**src/sv/amgt_ram.sv**
```systemverilog
`timescale 1ns / 1ps
// ----------------------------------------------------------------------------
// amgt_ram
// Generic single-port synchronous RAM, registered read.
// ----------------------------------------------------------------------------
module amgt_ram #(
  parameter int unsigned Width = 8,
  parameter int unsigned Depth = 16
) (
  input  logic                     clk_i,
  input  logic                     we_i,
  input  logic [$clog2(Depth)-1:0] addr_i,
  input  logic [Width-1:0]         wdata_i,
  output logic [Width-1:0]         rdata_o
);
  logic [Width-1:0] mem [Depth];

  always_ff @(posedge clk_i) begin
    if (we_i) mem[addr_i] <= wdata_i;
    rdata_o <= mem[addr_i];
  end
endmodule

```
**config.mk**
```make
export PLATFORM = sky130hd
export DESIGN_NAME = amgt_ram
export DESIGN_NICKNAME = d
export VERILOG_FILES = /design/src/sv/amgt_ram.sv
export SDC_FILE = /design/constraint.sdc
export NUM_CORES = 1
export LEC_CHECK = 0
export ABC_AREA = 1
export BUFFER_PORTS_ARGS = -buffer_cell sky130_fd_sc_hd__buf_2
export CAP_MARGIN = 20
export CELL_PAD_IN_SITES_DETAIL_PLACEMENT = 1
export CELL_PAD_IN_SITES_GLOBAL_PLACEMENT = 2
export CORE_ASPECT_RATIO = 0.75
export CORE_MARGIN = 2
export CORE_UTILIZATION = 36
export DETAILED_ROUTE_END_ITERATION = 7
export PLACE_DENSITY = 0.81
export SETUP_SLACK_MARGIN = 0.05
export SYNTH_ARGS = -nofsm -noshare
export SYNTH_HDL_FRONTEND = slang
export SYNTH_SLANG_ARGS = --single-unit
```
**constraint.sdc**
```tcl
create_clock -name clk_i -period 1.4 [get_ports clk_i]
set_input_delay 0.14 -clock clk_i [delete_from_list [all_inputs] [get_ports clk_i]]
set_output_delay 0.14 -clock clk_i [all_outputs]
set_load 0.05 [all_outputs]
```
After elaboration in Yosys (flattened, before gate mapping):

Memories as Yosys holds them, arrays and structs flattened. A register that Yosys moved wholly into a read port is not among the register bits.
Index checks and enable logic that the tools add are counted.

* memory bits (writable): 128
* output and inout port bits: 8
* input port bits: 14
* logic and storage cells: 3
* memories: 1
* bits in registers: 0

Memories
* mem: words 16, width 8, read ports 1, clocked after Yosys merged registers in 1, wr ports 1, line 16 `logic [Width-1:0] mem [Depth];`

* multiplexer cells: 2

Operator list (count)
* two-way mux 1 bit: 2

Depth between registers and ports, before layout:

* depth in word-level cells: 2
* gate-level depth with buffers: 11
* gate-level depth less buffers: 9

Least setup slack after synthesis:

No wires, ideal clock.

* path kind: input -> register
* start: in addr_i[1]
* end: mem mem[3][0], enable pin
* buffers on the path: 2
* cell stages on the path: 4
* required time: 1.030 ns
* setup slack: -0.117 ns
* arrival time: 1.147 ns
* library setup time: 0.370 ns
* cell sequence: buf_2 -> clkbuf_1 -> nand3_1 -> nor2_1

RTL lines
* start: declaration: line 12 `input logic [$clog2(Depth)-1:0] addr_i,`
* end: declaration: line 16

No word-level cell before the write port.

Worst setup path in the final report:

* start: reg rdata_o[1], read port of mem
* end: out rdata_o[1]

RTL lines
* start: declaration: line 14 `output logic [Width-1:0] rdata_o`

No word-level cell between the ends.

==> metrics.md <==
| Metric | Value |
|---|---|
| Status | finished, final reports clean |
| Worst Hold Class | primary input to register |
| Largest net degree at the start of global routing | 49 |
| R2R setup slack | 0.34 ns |
| DRT Pass-1 Iters | 4 |
| Starting DRC count in detailed routing | 236 |
| I/O Buffers | 21 |
| Fin crit share | 80.7% |
| Register area share after synthesis | 71.6% |
| Max-cap violation count | 0 |
| Relative slew slack | 69.8% |
| Total wire length | 14.4 mm |
| Mean routed wirelength per cell | approximately 18 um |
| Clk root buf | clkbuf_16 |
| Most common cell after layout, fill and taps aside | nand2_1 |
| Total global routing overflow | 0 |
| Reg clk slew, reported paths | 0.05 ns |
| Mean Syn Cell Area | 10.2 um2 |
| Unrepaired setup endpoints after global routing | false |
| Post-synth top area cell | edfxtp_1 |
| Synth Net Count | 562 |
| Layout cell share with drive strength beyond 1 | 14.1% |
| CP Launch Type | register |
| Critical path's slowest cell | dfxtp_1 |
| Vias per cell | roughly 4.6 |
| Non-filler cells, final | slightly above 800 |
| Cts bufs inserted | 17 |
| Worst Setup Path Type | register to output port |
| Crit Path Max Fanout | 1 |
| Initial antenna violation count | 0 |
| Arrival @ worst endpoint | 0.99 ns |
| Clk_lat worst skew | 0.42 ns |
| Post-CTS setup buffer count | 0 |
| Layout filler cell count | 1683 |
| Register bit total from synthesis | 136 |
| DIE HEIGHT | roughly 110 um |
| DR DRC count | 0 |
| CTS tree | done |
| Hold buffers post-CTS | 0 |
| Slowest stage delay, CP | 0.32 ns |
| Family with the most delay on the worst path | flip-flops |
| Minimum clock period | approximately 1.1 ns |
| CTS Buffer Depth | 2 |
| CP required | 1.26 ns |
| Die ar. | 16600 um2 |
| Util after Layout | around 45% |
| Layout Skew | 0.00513 ns |
| Mapped cell area | 5590 um2 |
| Die Span X | 148 um |
| Distinct cell type count after synthesis | 11 |
| VDD IR max | 0.000889 V |
| Fmax | between 800 and 900 MHz |
| Hold Violations, Final | 0 |
| Post-CTS resize count | 0 |
| CTS H-tree lvls | 4 |
| Actual slew at the worst max-slew pin | 0.453 ns |
| LEAKAGE | 2.89 nW |
| Antenna diode count | 0 |
| Fin Setup TNS | 0 ns |
| Worst hold slack | about 0.16 ns |
| Final setup fails | 0 |
| Core ar. | 15200 um2 |
| Pins Over Slew Limit | 0 |
| Io pins | 22 |
| Tot GR Track Use | between 10% and 20% |
| First-pass GRT wire length | 22.4 mm |
| Placed Instances | about 800 |
| GP Congestion | 0.799 |
| Critical path, cell by cell | buf_2 |
| HPWL Detailed | ~9.4 mm |
| Yosys warns | 0 |
| Leading post-synthesis cells by cell area | edfxtp_1 69%, nand2_1 23%, dfxtp_1 2.9% |
| Final ANT Viol Nets | 0 |
| CP Buf/Inv Count | 1 |
| Starting Density | 36.7% |
| Vias | 3762 |
| Commonest non-fill, non-tap cells in the layout | 346 x nand2_1, 128 x edfxtp_1, 21 x inv_1, 21 x buf_2, 19 x buf_4 |
| Pwr dens | 1440 nW/um2 |
| Crit path capture type | output port |
| Vias in the first global route | 3969 |
| Area Overhead vs Synth | 21.5% |
| Row cnt | 39 |
| Final nets | 610 |
| Cells after Synth | 548 |
| Top cell type's share of synthesized area | 68.7% |
| Clock tree sinks | 136 |
==> through the flow <==
step                      cell area (um2)  worst slack [ns]  power, mW
after global placement               6200           -0.0416       5.36
after floorplan                      5610           -0.0636       5.07
after CTS                            6790             0.240       9.85
final                                6790             0.270       9.75
after detailed placement             6200           -0.0874       5.38
after global routing                 6790             0.232       10.1
==> registers in the layout, indices dropped and copies added (netlist names) <==
name,flops
mem,128
rdata_o,8
==> report_power, final <==
group	total, mW	switching [mW]	internal [mW]
Combinational	0.710	0.525	0.184
Clock	4.47	1.59	2.88
Sequential	4.58	0.0249	4.55
Total	9.75	2.14	7.62
==> routing by layer <==
metal / GRT usage, % / wire length [um] / part of all wire [%] / vias to the layer above
li1: - / - / - / 1848
met4: 5.65 / 199 / 1.4 / 0
met3: 4.30 / 712 / 4.9 / 18
met2: 30.1 / 6890 / 48 / 70
met5: 0 / 0 / 0 / -
met1: 25.3 / 6590 / 46 / 1826
==> final cells by class <==
| cell class | instances | area (um2) | share of cell area [%] |
|---|---|---|---|
| Inverter | 23 | 86.3 | 1.27 |
| Tap cell | 205 | 256 | 3.78 |
| Multi-Input combinational cell | 368 | 1410 | 20.7 |
| Clock buffer | 23 | 468 | 6.89 |
| Sequential cell | 136 | 4000 | 58.9 |
| Timing Repair Buffer | 50 | 448 | 6.59 |
| Clock inverter | 9 | 124 | 1.82 |
==> cell usage after synthesis <==
cell / number
buf_2: 12
buf_4: 6
clkbuf_1: 3
clkinv_1: 1
dfxtp_1: 8
edfxtp_1: 128
inv_1: 21
inv_2: 1
nand2_1: 346
nand3_1: 4
nor2_1: 18
==> path summary, 6_finish.rpt <==
path	cells after the start	endpoint	startpoint
min reg2reg	8	rdata_o[1]$_DFF_P_	mem[4][1]$_DFFE_PP_
min	1	mem[7][7]$_DFFE_PP_	wdata_i[7]
max reg2reg	8	rdata_o[6]$_DFF_P_	mem[12][6]$_DFFE_PP_
max	1	rdata_o[1]	rdata_o[1]$_DFF_P_
==> kinds of logic after synthesis <==
| group | count (synthesis) | share of synthesized area, % |
|---|---|---|
| AND/OR/NAND/NOR | 368 | 24.8 |
| flip-flops | 136 | 71.6 |
| buffers and inverters | 44 | 3.62 |
Power figures use the tool's default switching activity.
